File: src/hdl/ssui_pkg.sv
// ----------------------------------------------------------------------------
// ssui_pkg
// Shared types and codes for the sorted set union / intersection block.
// ----------------------------------------------------------------------------
package ssui_pkg;

	localparam int DEF_SET_DEPTH   = 16;
	localparam int DEF_VALUE_WIDTH = 32;

	localparam int CMD_W    = 3;
	localparam int DATA_W   = 32;
	localparam int KIND_W   = 2;
	localparam int STATUS_W = 2;
	localparam int COUNT_W  = 6;
	localparam int OUT_W    = STATUS_W + DATA_W + COUNT_W;
	localparam int OUT_TDATA_W = ((OUT_W + 7) / 8) * 8;

	localparam logic [CMD_W-1:0] CMD_LOAD_A    = 3'd0;
	localparam logic [CMD_W-1:0] CMD_LOAD_B    = 3'd1;
	localparam logic [CMD_W-1:0] CMD_UNION     = 3'd2;
	localparam logic [CMD_W-1:0] CMD_INTERSECT = 3'd3;
	localparam logic [CMD_W-1:0] CMD_CLEAR     = 3'd4;

	typedef enum logic [KIND_W-1:0] {
		KIND_STATUS  = 2'd0,
		KIND_ELEMENT = 2'd1,
		KIND_SUMMARY = 2'd2
	} kind_t;

	typedef enum logic [STATUS_W-1:0] {
		STAT_OK    = 2'd0,
		STAT_ORDER = 2'd1,
		STAT_FULL  = 2'd2
	} status_t;

	typedef enum logic [1:0] {
		S_IDLE,
		S_FETCH,
		S_CMP,
		S_SUM
	} state_t;

endpackage

File: src/hdl/ssui_ram.sv
// ----------------------------------------------------------------------------
// ssui_ram
// Simple dual-port RAM: one write port, one read port with registered data.
// ----------------------------------------------------------------------------
module ssui_ram #(
	parameter int WIDTH = 32,
	parameter int DEPTH = 16,
	localparam int AW = (DEPTH > 1) ? $clog2(DEPTH) : 1
) (
	input  logic             clk,
	input  logic             we,
	input  logic [AW-1:0]    waddr,
	input  logic [WIDTH-1:0] wdata,
	input  logic [AW-1:0]    raddr,
	output logic [WIDTH-1:0] rdata
);

	logic [WIDTH-1:0] mem_q [DEPTH];

	always_ff @(posedge clk) begin
		if (we) begin
			mem_q[waddr] <= wdata;
		end
		rdata <= mem_q[raddr];
	end

endmodule

File: src/hdl/sorted_set_union_intersection.sv
// Load and clear: one beat accepted per cycle while the output is free; the status beat is registered
// and shows on the master side the cycle after acceptance.
// Union / intersection: a merge step is a store read (S_FETCH), then the shared comparator
// (S_CMP), which waits while an element is held at the output; once the run ends (union: both
// stores used up, intersection: either), S_SUM sends the count summary; input is held off.
// Reset clears the set counts and the sequencer; store contents are kept.
// ----------------------------------------------------------------------------
// sorted_set_union_intersection
// Two ascending sets held in RAM, merged by a sequencer around one comparator.
// ----------------------------------------------------------------------------
module sorted_set_union_intersection import ssui_pkg::*; #(
	parameter int SET_DEPTH   = DEF_SET_DEPTH,
	parameter int VALUE_WIDTH = DEF_VALUE_WIDTH
) (
	input  logic                   clk,
	input  logic                   arst_n,
	input  logic                   s_tvalid,
	output logic                   s_tready,
	input  logic [DATA_W-1:0]      s_tdata,   // [31:0] value
	input  logic [CMD_W-1:0]       s_tuser,   // [2:0] command
	output logic                   m_tvalid,
	input  logic                   m_tready,
	output logic [OUT_TDATA_W-1:0] m_tdata,   // [1:0] status, [33:2] element, [39:34] count
	output logic [KIND_W-1:0]      m_tuser,   // [1:0] kind
	output logic                   m_tlast
);

	localparam int VW = VALUE_WIDTH;
	localparam int AW = (SET_DEPTH > 1) ? $clog2(SET_DEPTH) : 1;
	localparam int CW = $clog2(SET_DEPTH + 1);
	localparam int NW = $clog2(2 * SET_DEPTH + 1);

	state_t state_q, state_d;

	logic [CW-1:0] cnt_a_q, cnt_b_q;
	logic [CW-1:0] ia_q, ib_q;
	logic [NW-1:0] n_q;
	logic          uni_q;
	logic          have_q;
	logic [VW-1:0] prev_q;
	logic [VW-1:0] last_a_q, last_b_q;

	logic                m_valid_q;
	kind_t               kind_q;
	status_t             status_q;
	logic [DATA_W-1:0]   element_q;
	logic [COUNT_W-1:0]  count_q;
	logic                last_q;

	logic [VW-1:0] val_ext;
	logic [VW-1:0] rd_a, rd_b;
	logic          accept;
	logic          out_free;

	// shared comparator
	logic [VW-1:0] cmp_x, cmp_y;
	logic          cmp_lt, cmp_eq;

	// sequencer decisions
	logic          a_ok, b_ok, run_done;
	logic          take_a, take_b, match;
	logic [VW-1:0] cand;
	logic          emit, step;
	logic          ld_full, ld_order, ld_store, sel_b;
	logic          we_a, we_b;

	logic          out_load;
	kind_t         out_kind;
	status_t       out_status;
	logic [VW-1:0] out_elem_v;
	logic [DATA_W-1:0] out_elem;
	logic          out_last;

	generate
		if (VW > DATA_W) begin : g_wide
			assign val_ext  = {{(VW - DATA_W){s_tdata[DATA_W-1]}}, s_tdata};
			assign out_elem = out_elem_v[DATA_W-1:0];
		end else if (VW == DATA_W) begin : g_same
			assign val_ext  = s_tdata;
			assign out_elem = out_elem_v;
		end else begin : g_narrow
			assign val_ext  = s_tdata[VW-1:0];
			assign out_elem = {{(DATA_W - VW){out_elem_v[VW-1]}}, out_elem_v};
		end
	endgenerate

	ssui_ram #(.WIDTH(VW), .DEPTH(SET_DEPTH)) u_ram_a (
		.clk   (clk),
		.we    (we_a),
		.waddr (cnt_a_q[AW-1:0]),
		.wdata (val_ext),
		.raddr (ia_q[AW-1:0]),
		.rdata (rd_a)
	);

	ssui_ram #(.WIDTH(VW), .DEPTH(SET_DEPTH)) u_ram_b (
		.clk   (clk),
		.we    (we_b),
		.waddr (cnt_b_q[AW-1:0]),
		.wdata (val_ext),
		.raddr (ib_q[AW-1:0]),
		.rdata (rd_b)
	);

	assign out_free = !m_valid_q || m_tready;
	assign s_tready = (state_q == S_IDLE) && out_free;
	assign accept   = s_tvalid && s_tready;

	assign cmp_lt = $signed(cmp_x) < $signed(cmp_y);
	assign cmp_eq = cmp_x == cmp_y;

	// next state
	always_comb begin
		state_d = state_q;
		unique case (state_q)
			S_IDLE: begin
				if (accept && (s_tuser == CMD_UNION || s_tuser == CMD_INTERSECT)) begin
					state_d = S_FETCH;
				end
			end
			S_FETCH: state_d = S_CMP;
			S_CMP: begin
				if (run_done) begin
					state_d = S_SUM;
				end else if (step) begin
					state_d = S_FETCH;
				end
			end
			S_SUM: begin
				if (out_free) begin
					state_d = S_IDLE;
				end
			end
			default: state_d = S_IDLE;
		endcase
	end

	// outputs and datapath control
	always_comb begin
		sel_b    = (s_tuser == CMD_LOAD_B);
		a_ok     = ia_q < cnt_a_q;
		b_ok     = ib_q < cnt_b_q;
		cmp_x    = val_ext;
		cmp_y    = sel_b ? last_b_q : last_a_q;
		if (state_q == S_CMP) begin
			cmp_x = rd_a;
			cmp_y = rd_b;
		end

		ld_full  = sel_b ? (cnt_b_q >= CW'(SET_DEPTH)) : (cnt_a_q >= CW'(SET_DEPTH));
		ld_order = !ld_full && ((sel_b ? cnt_b_q : cnt_a_q) != '0) && cmp_lt;
		ld_store = !ld_full && !ld_order;

		take_a = 1'b0;
		take_b = 1'b0;
		match  = 1'b0;
		cand   = rd_b;
		if (a_ok && b_ok) begin
			priority if (cmp_lt) begin
				take_a = 1'b1;
				cand   = rd_a;
			end else if (cmp_eq) begin
				take_a = 1'b1;
				take_b = 1'b1;
				match  = 1'b1;
				cand   = rd_a;
			end else begin
				take_b = 1'b1;
			end
		end else if (a_ok) begin
			take_a = 1'b1;
			cand   = rd_a;
		end else begin
			take_b = 1'b1;
		end
		run_done = uni_q ? (!a_ok && !b_ok) : !(a_ok && b_ok);
		// drop a repeat of the value just emitted
		emit     = (uni_q || match) && !(have_q && prev_q == cand);
		step     = (state_q == S_CMP) && !run_done && (!emit || out_free);

		we_a       = 1'b0;
		we_b       = 1'b0;
		out_load   = 1'b0;
		out_kind   = KIND_STATUS;
		out_status = STAT_OK;
		out_elem_v = '0;
		out_last   = 1'b0;
		unique case (state_q)
			S_IDLE: begin
				if (accept) begin
					unique case (s_tuser)
						CMD_LOAD_A, CMD_LOAD_B: begin
							we_a     = ld_store && !sel_b;
							we_b     = ld_store && sel_b;
							out_load = 1'b1;
							out_last = 1'b1;
							priority if (ld_full) begin
								out_status = STAT_FULL;
							end else if (ld_order) begin
								out_status = STAT_ORDER;
							end else begin
								out_status = STAT_OK;
							end
						end
						CMD_CLEAR: begin
							out_load = 1'b1;
							out_last = 1'b1;
						end
						default: ;
					endcase
				end
			end
			S_CMP: begin
				if (step && emit) begin
					out_load   = 1'b1;
					out_kind   = KIND_ELEMENT;
					out_elem_v = cand;
				end
			end
			S_SUM: begin
				if (out_free) begin
					out_load = 1'b1;
					out_kind = KIND_SUMMARY;
					out_last = 1'b1;
				end
			end
			default: ;
		endcase
	end

	// control state
	always_ff @(posedge clk or negedge arst_n) begin
		if (!arst_n) begin
			state_q   <= S_IDLE;
			cnt_a_q   <= '0;
			cnt_b_q   <= '0;
			have_q    <= 1'b0;
			m_valid_q <= 1'b0;
		end else begin
			state_q <= state_d;
			if (we_a) begin
				cnt_a_q <= cnt_a_q + 1'b1;
			end
			if (we_b) begin
				cnt_b_q <= cnt_b_q + 1'b1;
			end
			if (accept && s_tuser == CMD_CLEAR) begin
				cnt_a_q <= '0;
				cnt_b_q <= '0;
			end
			if (state_q == S_IDLE) begin
				have_q <= 1'b0;
			end else if (step && emit) begin
				have_q <= 1'b1;
			end
			if (out_load) begin
				m_valid_q <= 1'b1;
			end else if (m_tready) begin
				m_valid_q <= 1'b0;
			end
		end
	end

	// payload
	always_ff @(posedge clk) begin
		if (we_a) begin
			last_a_q <= val_ext;
		end
		if (we_b) begin
			last_b_q <= val_ext;
		end
		if (state_q == S_IDLE) begin
			ia_q  <= '0;
			ib_q  <= '0;
			n_q   <= '0;
			uni_q <= (s_tuser == CMD_UNION);
		end else if (step) begin
			if (take_a) begin
				ia_q <= ia_q + 1'b1;
			end
			if (take_b) begin
				ib_q <= ib_q + 1'b1;
			end
			if (emit) begin
				n_q    <= n_q + 1'b1;
				prev_q <= cand;
			end
		end
		if (out_load) begin
			kind_q    <= out_kind;
			status_q  <= out_status;
			element_q <= out_elem;
			count_q   <= (out_kind == KIND_SUMMARY) ? COUNT_W'(n_q) : '0;
			last_q    <= out_last;
		end
	end

	assign m_tvalid = m_valid_q;
	assign m_tuser  = kind_q;
	assign m_tlast  = last_q;
	assign m_tdata  = OUT_TDATA_W'({count_q, element_q, status_q});

endmodule
File: config.mk
export PLATFORM = sky130hd
export DESIGN_NAME = sorted_set_union_intersection
export DESIGN_NICKNAME = d
export VERILOG_FILES = /design/src/hdl/ssui_pkg.sv /design/src/hdl/ssui_ram.sv /design/src/hdl/sorted_set_union_intersection.sv
export SDC_FILE = /design/constraint.sdc
export NUM_CORES = 1
export LEC_CHECK = 0
export BUFFER_PORTS_ARGS = -buffer_cell sky130_fd_sc_hd__buf_2
export CORE_MARGIN = 2
export CORE_UTILIZATION = 35
export CTS_CLUSTER_DIAMETER = 30
export CTS_CLUSTER_SIZE = 28
export DETAILED_ROUTE_END_ITERATION = 10
export GPL_ROUTABILITY_DRIVEN = 0
export SETUP_SLACK_MARGIN = 0.2
export SLEW_MARGIN = 20
export SYNTH_ARGS = -nofsm -noshare
export SYNTH_HDL_FRONTEND = slang
export SYNTH_SLANG_ARGS = --single-unit
File: constraint.sdc
create_clock -name clk -period 12.5 [get_ports clk]
set_clock_uncertainty 0.15 [all_clocks]
set_input_delay 0.625 -clock clk [delete_from_list [all_inputs] [get_ports clk]]
set_output_delay 0.625 -clock clk [all_outputs]
set_load 0.02 [all_outputs]
Yosys cells after proc, flatten, opt, wreduce, memory -nomap -nowiden
Memories as Yosys holds them, arrays and structs flattened. A register that Yosys moved wholly into a read port is not among the register bits.
Index checks and enable logic that the tools add are counted.
{ "word_totals": {"regBits": 170, "latch_bits": 0, "ramBits": 1024, "romBits": 0, "inputBits": 39, "n_memories": 2} }
{ "memory_table": {"columns": ["name", "words", "width", "rd", "rd_clocked_by_memory_dff", "write_ports", "line_no", "rtl"], "rows": [
  ["u_ram_a.mem_q", 16, 32, 1, 1, 1, "ssui_ram.sv:18", "logic [WIDTH-1:0] mem_q [DEPTH];"],
  ["u_ram_b.mem_q", 16, 32, 1, 1, 1, "ssui_ram.sv:18", null]
]} }
{ "classes": {"n_addsub": 5, "n_mul": 0, "div_mod_pow": 0, "order_cmp": 5, "n_eq_ne": 13, "shift": 0, "mux": 53, "bitwise_logic": 3, "reduce_logical": 47} }
{ "op_table": {"columns": ["op", "count"], "rows": [
  ["$mux 32", 7],
  ["$eq 32x32->1", 2],
  ["$lt 32x32->1", 1],
  ["$mux 1", 31],
  ["$mux 5", 5],
  ["$add 5x1->5 const B", 4],
  ["$logic_and 1x1->1", 16],
  ["$mux 2", 6],
  ["$ge 5x5->1 const B", 2],
  ["$logic_not 1->1", 10],
  ["$lt 5x5->1", 2],
  ["$reduce_and 3->1", 3],
  ["$pmux 2 s4", 1],
  ["$reduce_and 2->1", 4],
  ["$reduce_bool 2->1", 4],
  ["$add 6x1->6 const B", 1],
  ["$eq 2x2->1 const B", 3],
  ["$eq 3x2->1 const B", 2],
  ["$reduce_bool 5->1", 1],
  ["$logic_or 1x1->1", 4],
  ["$ne 2x2->1 const B", 2],
  ["$pmux 2 s2", 1],
  ["$reduce_or 4->1", 1],
  ["$eq 3x1->1 const B", 1],
  ["10 further kinds", 12]
]} }

Longest topological paths before layout
Gate-level depths: netlist (run 1).
{ "logic_depth": {"ltp_word": 18, "depth_mapped": 22} }

By module
Synthesis (run 1) repeated with hierarchy kept, for this count alone.
{ "hier_totals": {"cells_unflattened": 2586, "area_unflattened_um2": 49311.0} }
{ "modules_own_cells": {"columns": ["module", "n_inst", "cells_each", "area_each_um2"], "rows": [
  ["ssui_ram", 2, 838, 19835.3],
  ["sorted_set_union_intersection", 1, 910, 9640.5]
]} }

Worst setup path before layout (run 1)
Ideal clock, no wire load.
{ "synth_path": {"path_type": "input to register", "start": "in s_tuser[2]", "end": "mem u_ram_a.mem_q[3][0], enable pin", "setup_ps": 461, "arrival_time_ps": 8946, "t_required_ps": 11889, "path_slack_ps": 2944, "cell_stages": 17, "cell_sequence": "nor3b_1 -> buf_1 -> buf_1 -> mux2i_1 -> nor2_1 -> a21oi_1 -> ha_1 -> a211oi_2 -> o22ai_1 -> a211oi_2 -> or3_1 -> o31ai_4 -> nand2_1 -> and2_1 -> nor3b_1 -> nand2_1 -> nor3_1"} }
{ "synth_between": {"elab_chain_len": 13, "elab_cells_between_ends": 21, "classes_between": "order compare: 1; eq/ne: 1; mux: 9; reduce/logical: 10"} }
{ "synth_lines": {"columns": ["element", "line_no", "rtl"], "rows": [
  ["start, declared", "sorted_set_union_intersection.sv:20", "input logic [CMD_W-1:0] s_tuser,"],
  ["$eq 3x1->1", "sorted_set_union_intersection.sv:140, sorted_set_union_intersection.sv:191", null],
  ["$mux 32, or another cell as far along", "sorted_set_union_intersection.sv:144", "cmp_y = sel_b ? last_b_q : last_a_q;"],
  ["$mux 32, or another cell as far along", "sorted_set_union_intersection.sv:145", "if (state_q == S_CMP) begin"],
  ["$lt 32x32->1 / $logic_and 1x1->1 (equally long branches)", "sorted_set_union_intersection.sv:109, sorted_set_union_intersection.sv:151", null],
  ["$logic_and 1x1->1", "sorted_set_union_intersection.sv:151", "ld_order = !ld_full && ((sel_b ? cnt_b_q : cnt_a_q) != '0) && cmp_lt;"],
  ["$logic_not 1->1", "sorted_set_union_intersection.sv:152", "ld_store = !ld_full && !ld_order;"],
  ["$logic_and 1x1->1", "sorted_set_union_intersection.sv:152", null],
  ["$logic_and 1x1->1", "sorted_set_union_intersection.sv:193", "we_a = ld_store && !sel_b;"],
  ["$mux 1 *", "sorted_set_union_intersection.sv:191", "unique case (s_tuser)"],
  ["$mux 1 *", "sorted_set_union_intersection.sv:190", "if (accept) begin"],
  ["$mux 1 *", "sorted_set_union_intersection.sv:188", "unique case (state_q)"],
  ["via u_ram_a.we", "ssui_ram.sv:11", "input logic we,"],
  ["$mux 1 *", "ssui_ram.sv:21", "if (we) begin"],
  ["$mux 1 (not written as such) *", "ssui_ram.sv:22", "mem_q[waddr] <= wdata;"],
  ["end, declared", "ssui_ram.sv:18", null]
]} }
Mark *: on every way through the listed nets, which the timed path passes. The rest lies on a longest branch.

Final worst setup path (run 1)
{ "layout_path": {"start": "reg state_q[0]", "end": "reg prev_q[0], enable pin"} }
{ "layout_between": {"elab_chain_len": 14, "elab_cells_between_ends": 23, "classes_between": "order compare: 1; eq/ne: 3; mux: 8; bitwise: 1; reduce/logical: 10"} }
{ "layout_lines": {"columns": ["element", "line_no", "rtl"], "rows": [
  ["start, declared", "sorted_set_union_intersection.sv:33", "state_t state_q, state_d;"],
  ["start signal, assigned", "sorted_set_union_intersection.sv:240", "state_q <= state_d;"],
  ["parallel branches: the longest is 13 deep, another holds $lt 32x32->1", null, null],
  ["$reduce_and 3->1 (no line) *", null, null],
  ["end signal, assigned", "sorted_set_union_intersection.sv:286", "prev_q <= cand;"],
  ["end, declared", "sorted_set_union_intersection.sv:40", "logic [VW-1:0] prev_q;"]
]} }
Mark *: on every way between the ends.
A chain may end at the register's enable or synchronous reset.

==> results of run 1 <==
## per-layer routing
metal	vias up	GRT usage, %
li1	10300	-
met5	-	0
met3	244	3.62
met2	974	28.7
met1	13300	23.6
met4	4	6.53
## cell type report
type	count	area (um2)	share of cell area, %
tap	1876	2350	3.93
timing repair buffer	145	912	1.53
sequential	1258	36900	61.8
clock inverter	163	2010	3.36
multi-input combinational	956	11900	19.8
inverter	43	161	0.270
clock buffer	239	5560	9.30
## cell families after synthesis
group	Yosys count	synth area share, %
muxes	398	16.4
buffers and inverters	155	1.19
xor gates and xnor gates	39	0.696
AOI/OAI and AO/OA	139	1.93
adders and majority gates	57	1.45
and+or+nand+nor	323	3.19
DFF	1258	75.2
## where the power goes
group / internal (mW) / total, mW / switching (mW)
registers: 4.87 / 5.17 / 0.294
logic: 1.08 / 2.48 / 1.41
clock network: 3.90 / 6.02 / 2.12
total: 9.85 / 13.7 / 3.82
## worst min path at each step
stage | cells past startpoint | slack (ns) | start | end
2_1_floorplan | 0 | 0.18 | arst_n | cnt_a_q[0]$_DFFE_PN0P_
3_3_place_gp | 2 | 0.31 | n_q[5]$_SDFFE_PN0N_ | n_q[5]$_SDFFE_PN0N_
3_5_place_dp | 2 | 0.33 | n_q[5]$_SDFFE_PN0N_ | n_q[5]$_SDFFE_PN0N_
4_1_cts | 3 | 0.02 | s_tuser[1] | uni_q$_DFFE_PN_
5_1_grt | 3 | 0.05 | s_tuser[1] | uni_q$_DFFE_PN_
6_report | 3 | 0.07 | s_tuser[1] | uni_q$_DFFE_PN_
## worst reg2reg max path, cell delays in order (launching register included)
cell and delay (ns):
dfrtp_1 0.40, inv_1 0.20, ha_4 0.84, mux2_2 0.53, ha_1 0.31, nand4_1 0.16, nor4_2 0.27, a21boi_1 0.23
o31a_2 0.18, o31ai_4 0.13, o31ai_4 0.25, buf_4 0.43, mux2i_1 0.26, o22ai_1 0.29, o41a_1 0.23, nand3_1 0.60
nor2_4 1.03
## placed cells by master (no fill, tap or decap), drive strengths merged, types with 31 or more instances in the layout
master  count
clkbuf    239
a21oi      55
dfxtp      80
bufinv     31
clkinv     61
nand2      91
ha         56
buf       142
inv        85
mux2i      44
edfxtp   1164
xnor2      36
mux2       34
mux4      320
nor2       94
## sequential cells by signal, summed over array words and instances (netlist names), 5 cells and up
register,count
count_q,6
prev_q,32
last_a_q,32
u_ram_a.mem_q,512
last_b_q,32
ib_q,5
cnt_b_q,5
u_ram_a.rdata,32
ia_q,5
u_ram_b.mem_q,512
element_q,32
u_ram_b.rdata,32
cnt_a_q,5
n_q,6
## what timing repair did
action,CTS,global route
setup endpoints to repair,0,0
hold buffers,3,0
hold endpoints to repair,16,0
## through the flow
stage / power [mW] / hold slack [ns]
2_1_floorplan: 6.88 / 0.179
3_3_place_gp: 7.65 / 0.308
3_5_place_dp: 7.72 / 0.327
4_1_cts: 13.8 / 0.0196
5_1_grt: 14.2 / 0.0519
6_report: 13.7 / 0.0706
==> results.toml, run 1 <==
[global_routing]
antenna_found_initial = 7
track_usage_pct = 17.7
grt_pass1_vias = 25500
grt_pass1_wl_um = 181000
grt_max_degree = 100
grt-ovfl-total = 0

[logic_synthesis]
syn-cell-area_um2 = 49100
synthTopCellsByCount = "edfxtp_1 (1164), mux4_2 (320), nor2_1 (94), nand2_1 (91), dfxtp_1 (80)"
synth_edf_count = 1164
synth-seq-area-share_pct = 75.2
yosysMostFrequentCell = "edfxtp_1"
yosys_most_used_dff = "edfxtp_1"
yosys_warnings = 0
syn_nets = 2464
synthesis.instances = 2369
synth_area_per_cell_um2 = 20.7
netlist_top_cells_area = "edfxtp_1 (71%), mux4_2 (15%), dfxtp_1 (3.3%)"
synth.distinct_cells = 65
async_flop_share_pct = 1.11
synth_top_area_share_pct = 71.2
synth_area_leader_cell = "edfxtp_1"
synth-seq-cells = 1258

[power]
ir_drop_uv = 135
power_density_nw_per_um2 = 229
p_leak_nw = 19.2

[placement]
dp_hpwl_um = 70800
portBuffers = 83
place_area_um2 = 52200
post-place-ws_ns = 5.55
dpl.cell_count = 4275

[worst_setup_path]
rrSetupSlack_ns = 5.62
cp.arrival_ns = 7.12
critical_path.startpoint = "state_q[0]$_DFFE_PN0P_"
crit_family = "simple AND/OR/NAND/NOR gates"
path_buf_inv = 2
cp-end-kind = "flop"
crit_path_max_incr_delay_ns = 1.02
cp_max_fo = 99
required_ns = 12.74
crit_chain = "inv_1, ha_4, mux2_2, ha_1, nand4_1, nor4_2, a21boi_1, o31a_2, o31ai_4, o31ai_4, buf_4, mux2i_1, o22ai_1, o41a_1, nand3_1, nor2_4"
crit_path_frequent_cell = "o31ai_4"
start_kind = "flop"
crit_slowest_cell = "nor2_4"
critPathKind = "reg2reg"
reg2reg_from = "state_q[0]$_DFFE_PN0P_"
worstRegToRegCells = 16
reg2reg_to = "prev_q[0]$_DFFE_PP_"
setup.worst_path.end = "prev_q[0]$_DFFE_PP_"
crit_cells = 16

[routing]
met1Wirelength_um = 51700
vias_per_cell = 5.30
drt_wl_total_um = 126000
wl_met3_um = 8650
routed.top_layer = "met5"
wl_per_cell_um = 26.9
drt_iter0_markers = 2686
met2_length_um = 61500
firstDrtPassIters = 5
vias = 24800
drc = 0
ant_nets = 0

[final_layout]
final_cell_count_no_fill = 4680
final_util_pct = 42.9
insertedDiodeCount = 0
fill_cells = 11800
layout-drive-gt1-share_pct = 32.9
syn_to_final_growth_pct = 21.8
nets = 2712
final_cell_area_um2 = 59800

[cts]
clk_pin_slew_ns = 0.05
cts_root_buffer = "clkbuf_16"
clockBufferDepth = 3
post_cts_resized = 0
cts_max_level = 4
clock-sinks = 1258
cts_tree = "yes"
numCtsBuffers = 213
postCtsSetupRepairBufs = 0
clkLatencyLatePin_ns = 0.80

[floorplan]
row_count = 137
die_w_um = 379
die_area_um2 = 143000
design.core.area_um2 = 139000
io_pins = 84
dieHeight_um = 379
initial_utilization_pct = 35.2

[sta]
fin_ws_ns = 5.62
rsz0062_at_grt = "false"
fmax_ghz = 0.145
finalHoldViolCount = 0
worst_slew_margin_rel_pct = 26.6
finalSetupTns_ns = 0
period_needed_ns = 6.88
drv_slew = 0
max_slew.worst_pin.slew_ns = 1.10
setup_viol = 0
fin_crit_sh_pct = 55.1

[worst_hold_path]
hold_path.class = "in2reg"

[flow_run]
max_cap_viol_count = 0

[outcome]
status = "completed"
Note: power is estimated with default switching activity, not from simulation.
==> run 2, diff against run 1 <==
Clock period 12.5 ns to 6.79 ns, I/O delays scaled along.
==> run 2 against run 1 <==
Compared with the run above: die area unchanged; sequential power grew 85%; fmax up 10%; routed wire length is 3.1% higher; critical path depth is 1 higher; clock power rose by 83%; largest cell class unchanged; non-clock buffer count rose by 58; design area up 1.3%.
==> results.toml, run 2 (synthesized netlist as in run 1, its figures left out) <==
[routing]
drc = 0
drt_wl_total_um = 130000
firstDrtPassIters = 6
ant_nets = 0
vias = 25000
vias_per_cell = 5.27
drt_iter0_markers = 2657
wl_per_cell_um = 27.3

[sta]
drv_slew = 0
fmax_ghz = 0.160
worst_slew_margin_rel_pct = 23.7
fin_crit_sh_pct = 91.9
finalSetupTns_ns = 0
setup_viol = 0
max_slew.worst_pin.slew_ns = 1.14
period_needed_ns = 6.24
timing.hold.ws_ns = 0.0621
rsz0062_at_grt = "false"
finalHoldViolCount = 0
fin_ws_ns = 0.552

[floorplan]
io_pins = 84
die_w_um = 379
design.core.area_um2 = 139000
row_count = 137
dieHeight_um = 379
initial_utilization_pct = 35.2
die_area_um2 = 143000

[worst_setup_path]
start_kind = "flop"
reg2reg_to = "prev_q[7]$_DFFE_PP_"
crit_path_max_incr_delay_ns = 0.70
cp_max_fo = 21
reg2reg_from = "state_q[0]$_DFFE_PN0P_"
cp.arrival_ns = 6.53
rrSetupSlack_ns = 0.55
crit_slowest_cell = "nor2_2"
required_ns = 7.08
critical_path.startpoint = "state_q[0]$_DFFE_PN0P_"
crit_family = "compound AO/OA/AOI/OAI gates"
critPathKind = "reg2reg"
worstRegToRegCells = 17
cp-end-kind = "flop"
path_buf_inv = 3
crit_chain = "inv_1, ha_4, buf_4, mux2_2, ha_1, nand4_1, nor4_2, a21boi_1, o31a_2, o31ai_4, o31ai_4, mux2i_1, o2111ai_1, o41a_1, nand3_1, buf_4, nor2_2"

[global_routing]
grt-ovfl-total = 0
grt_pass1_vias = 25700
antenna_found_initial = 4
grt_max_degree = 59
track_usage_pct = 18.3
grt_pass1_wl_um = 185000

[placement]
post-place-ws_ns = 0.527
dp_hpwl_um = 76700
portBuffers = 83

[power]
power_density_nw_per_um2 = 415
ir_drop_uv = 276
p_leak_nw = 19.6

[worst_hold_path]
hold_path.class = "in2reg"
min_from = "s_tdata[13]"
holdPathEnd = "u_ram_a.mem_q[0][13]$_DFFE_PP_"
hold_depth = 2

[flow_run]
max_cap_viol_count = 0

[cts]
clock-sinks = 1258
cts_max_level = 4
clockBufferDepth = 3
numCtsBuffers = 216
cts_tree = "yes"
clk_pin_slew_ns = 0.06
cts_root_buffer = "clkbuf_16"
postCtsSetupRepairBufs = 0
clkLatencyLatePin_ns = 0.83

[final_layout]
syn_to_final_growth_pct = 23.3
final_util_pct = 43.4
layout_common_cells = "edfxtp_1 (1164), mux4_2 (320), clkbuf_16 (217)"
nets = 2774
fill_cells = 11700
layout_commonest_cell = "edfxtp_1"
insertedDiodeCount = 0
layout-drive-gt1-share_pct = 33.1
top_regs = "u_ram_a.mem_q: 512 flops, u_ram_b.mem_q: 512 flops"

[outcome]
status = "completed"
run 2: changes by cell type in the layout (fill, tap and decap cells not counted), moves of 4 or more:
cell and delta:
buf_12 +15, buf_4 +8, bufinv_16 -7, clkinv_16 +7
clkinv_2 +11, dlygate4sd3_1 +35, inv_6 -4, nor3_2 -8
nor3_4 +8
run 2: worst max-delay path by stage:
stage	end	slack (ns)	cells after the start
final	prev_q[7]$_DFFE_PP_	0.55	17
after global routing	prev_q[3]$_DFFE_PP_	0.23	17
after CTS	prev_q[12]$_DFFE_PP_	0.52	17
after detailed placement	prev_q[5]$_DFFE_PP_	0.53	17
after global placement	element_q[2]$_SDFFCE_PN0P_	0.76	16
after floorplan	u_ram_a.mem_q[3][0]$_DFFE_PP_	-0.11	17
run 2: layer usage:
metal  vias up  global-route usage [%]  routed length (um)
li1      10400                       -                   -
met5         -                       0                  27
met4         4                    6.37                3780
met1     13300                    24.8               53400
met3       218                    3.72                9940
met2      1077                    29.3               62600
run 2: report_power, final:
group          internal, mW  switching [mW]  total [mW]
Combinational          2.01            2.58        4.59
Clock                  6.96            3.99        11.0
Sequential             8.97           0.619        9.59
Total                  17.9            7.19        25.1
run 2: per-stage QoR:
step                      instance area, um2  power (mW)  instances
after floorplan                        49100        12.7       2369
after global placement                 52600        14.2       4297
after detailed placement               52600        14.3       4298
after CTS                              60500        25.3       4746
after global routing                   60500        26.0       4747
final                                  60500        25.1       4747
run 2: worst reg2reg max path, stage by stage, from the launching register on:
cell	delay, ns
dfrtp_1	0.40
inv_1	0.20
ha_4	0.36
buf_4	0.32
mux2_2	0.37
ha_1	0.29
nand4_1	0.17
nor4_2	0.30
a21boi_1	0.22
o31a_2	0.17
o31ai_4	0.13
o31ai_4	0.66
mux2i_1	0.28
o2111ai_1	0.35
o41a_1	0.29
nand3_1	0.24
buf_4	0.29
nor2_2	0.70
run 2: timing repair:
| item | CTS | global route |
|---|---|---|
| hold buffers | 38 | 0 |
| endpoints found under the hold margin | 865 | 0 |
| resized for setup | 0 | 0 |
| endpoints found under the setup margin | 0 | 32 |
run 2: area by class of cell:
type	instances	area, um2	area share [%]
clock buffer	243	5600	9.25
clock inverter	167	1970	3.25
inverter	43	161	0.267
multi-input combinational	957	11900	19.7
sequential	1258	36900	61.0
tap	1876	2350	3.88
timing repair buffer	203	1620	2.68
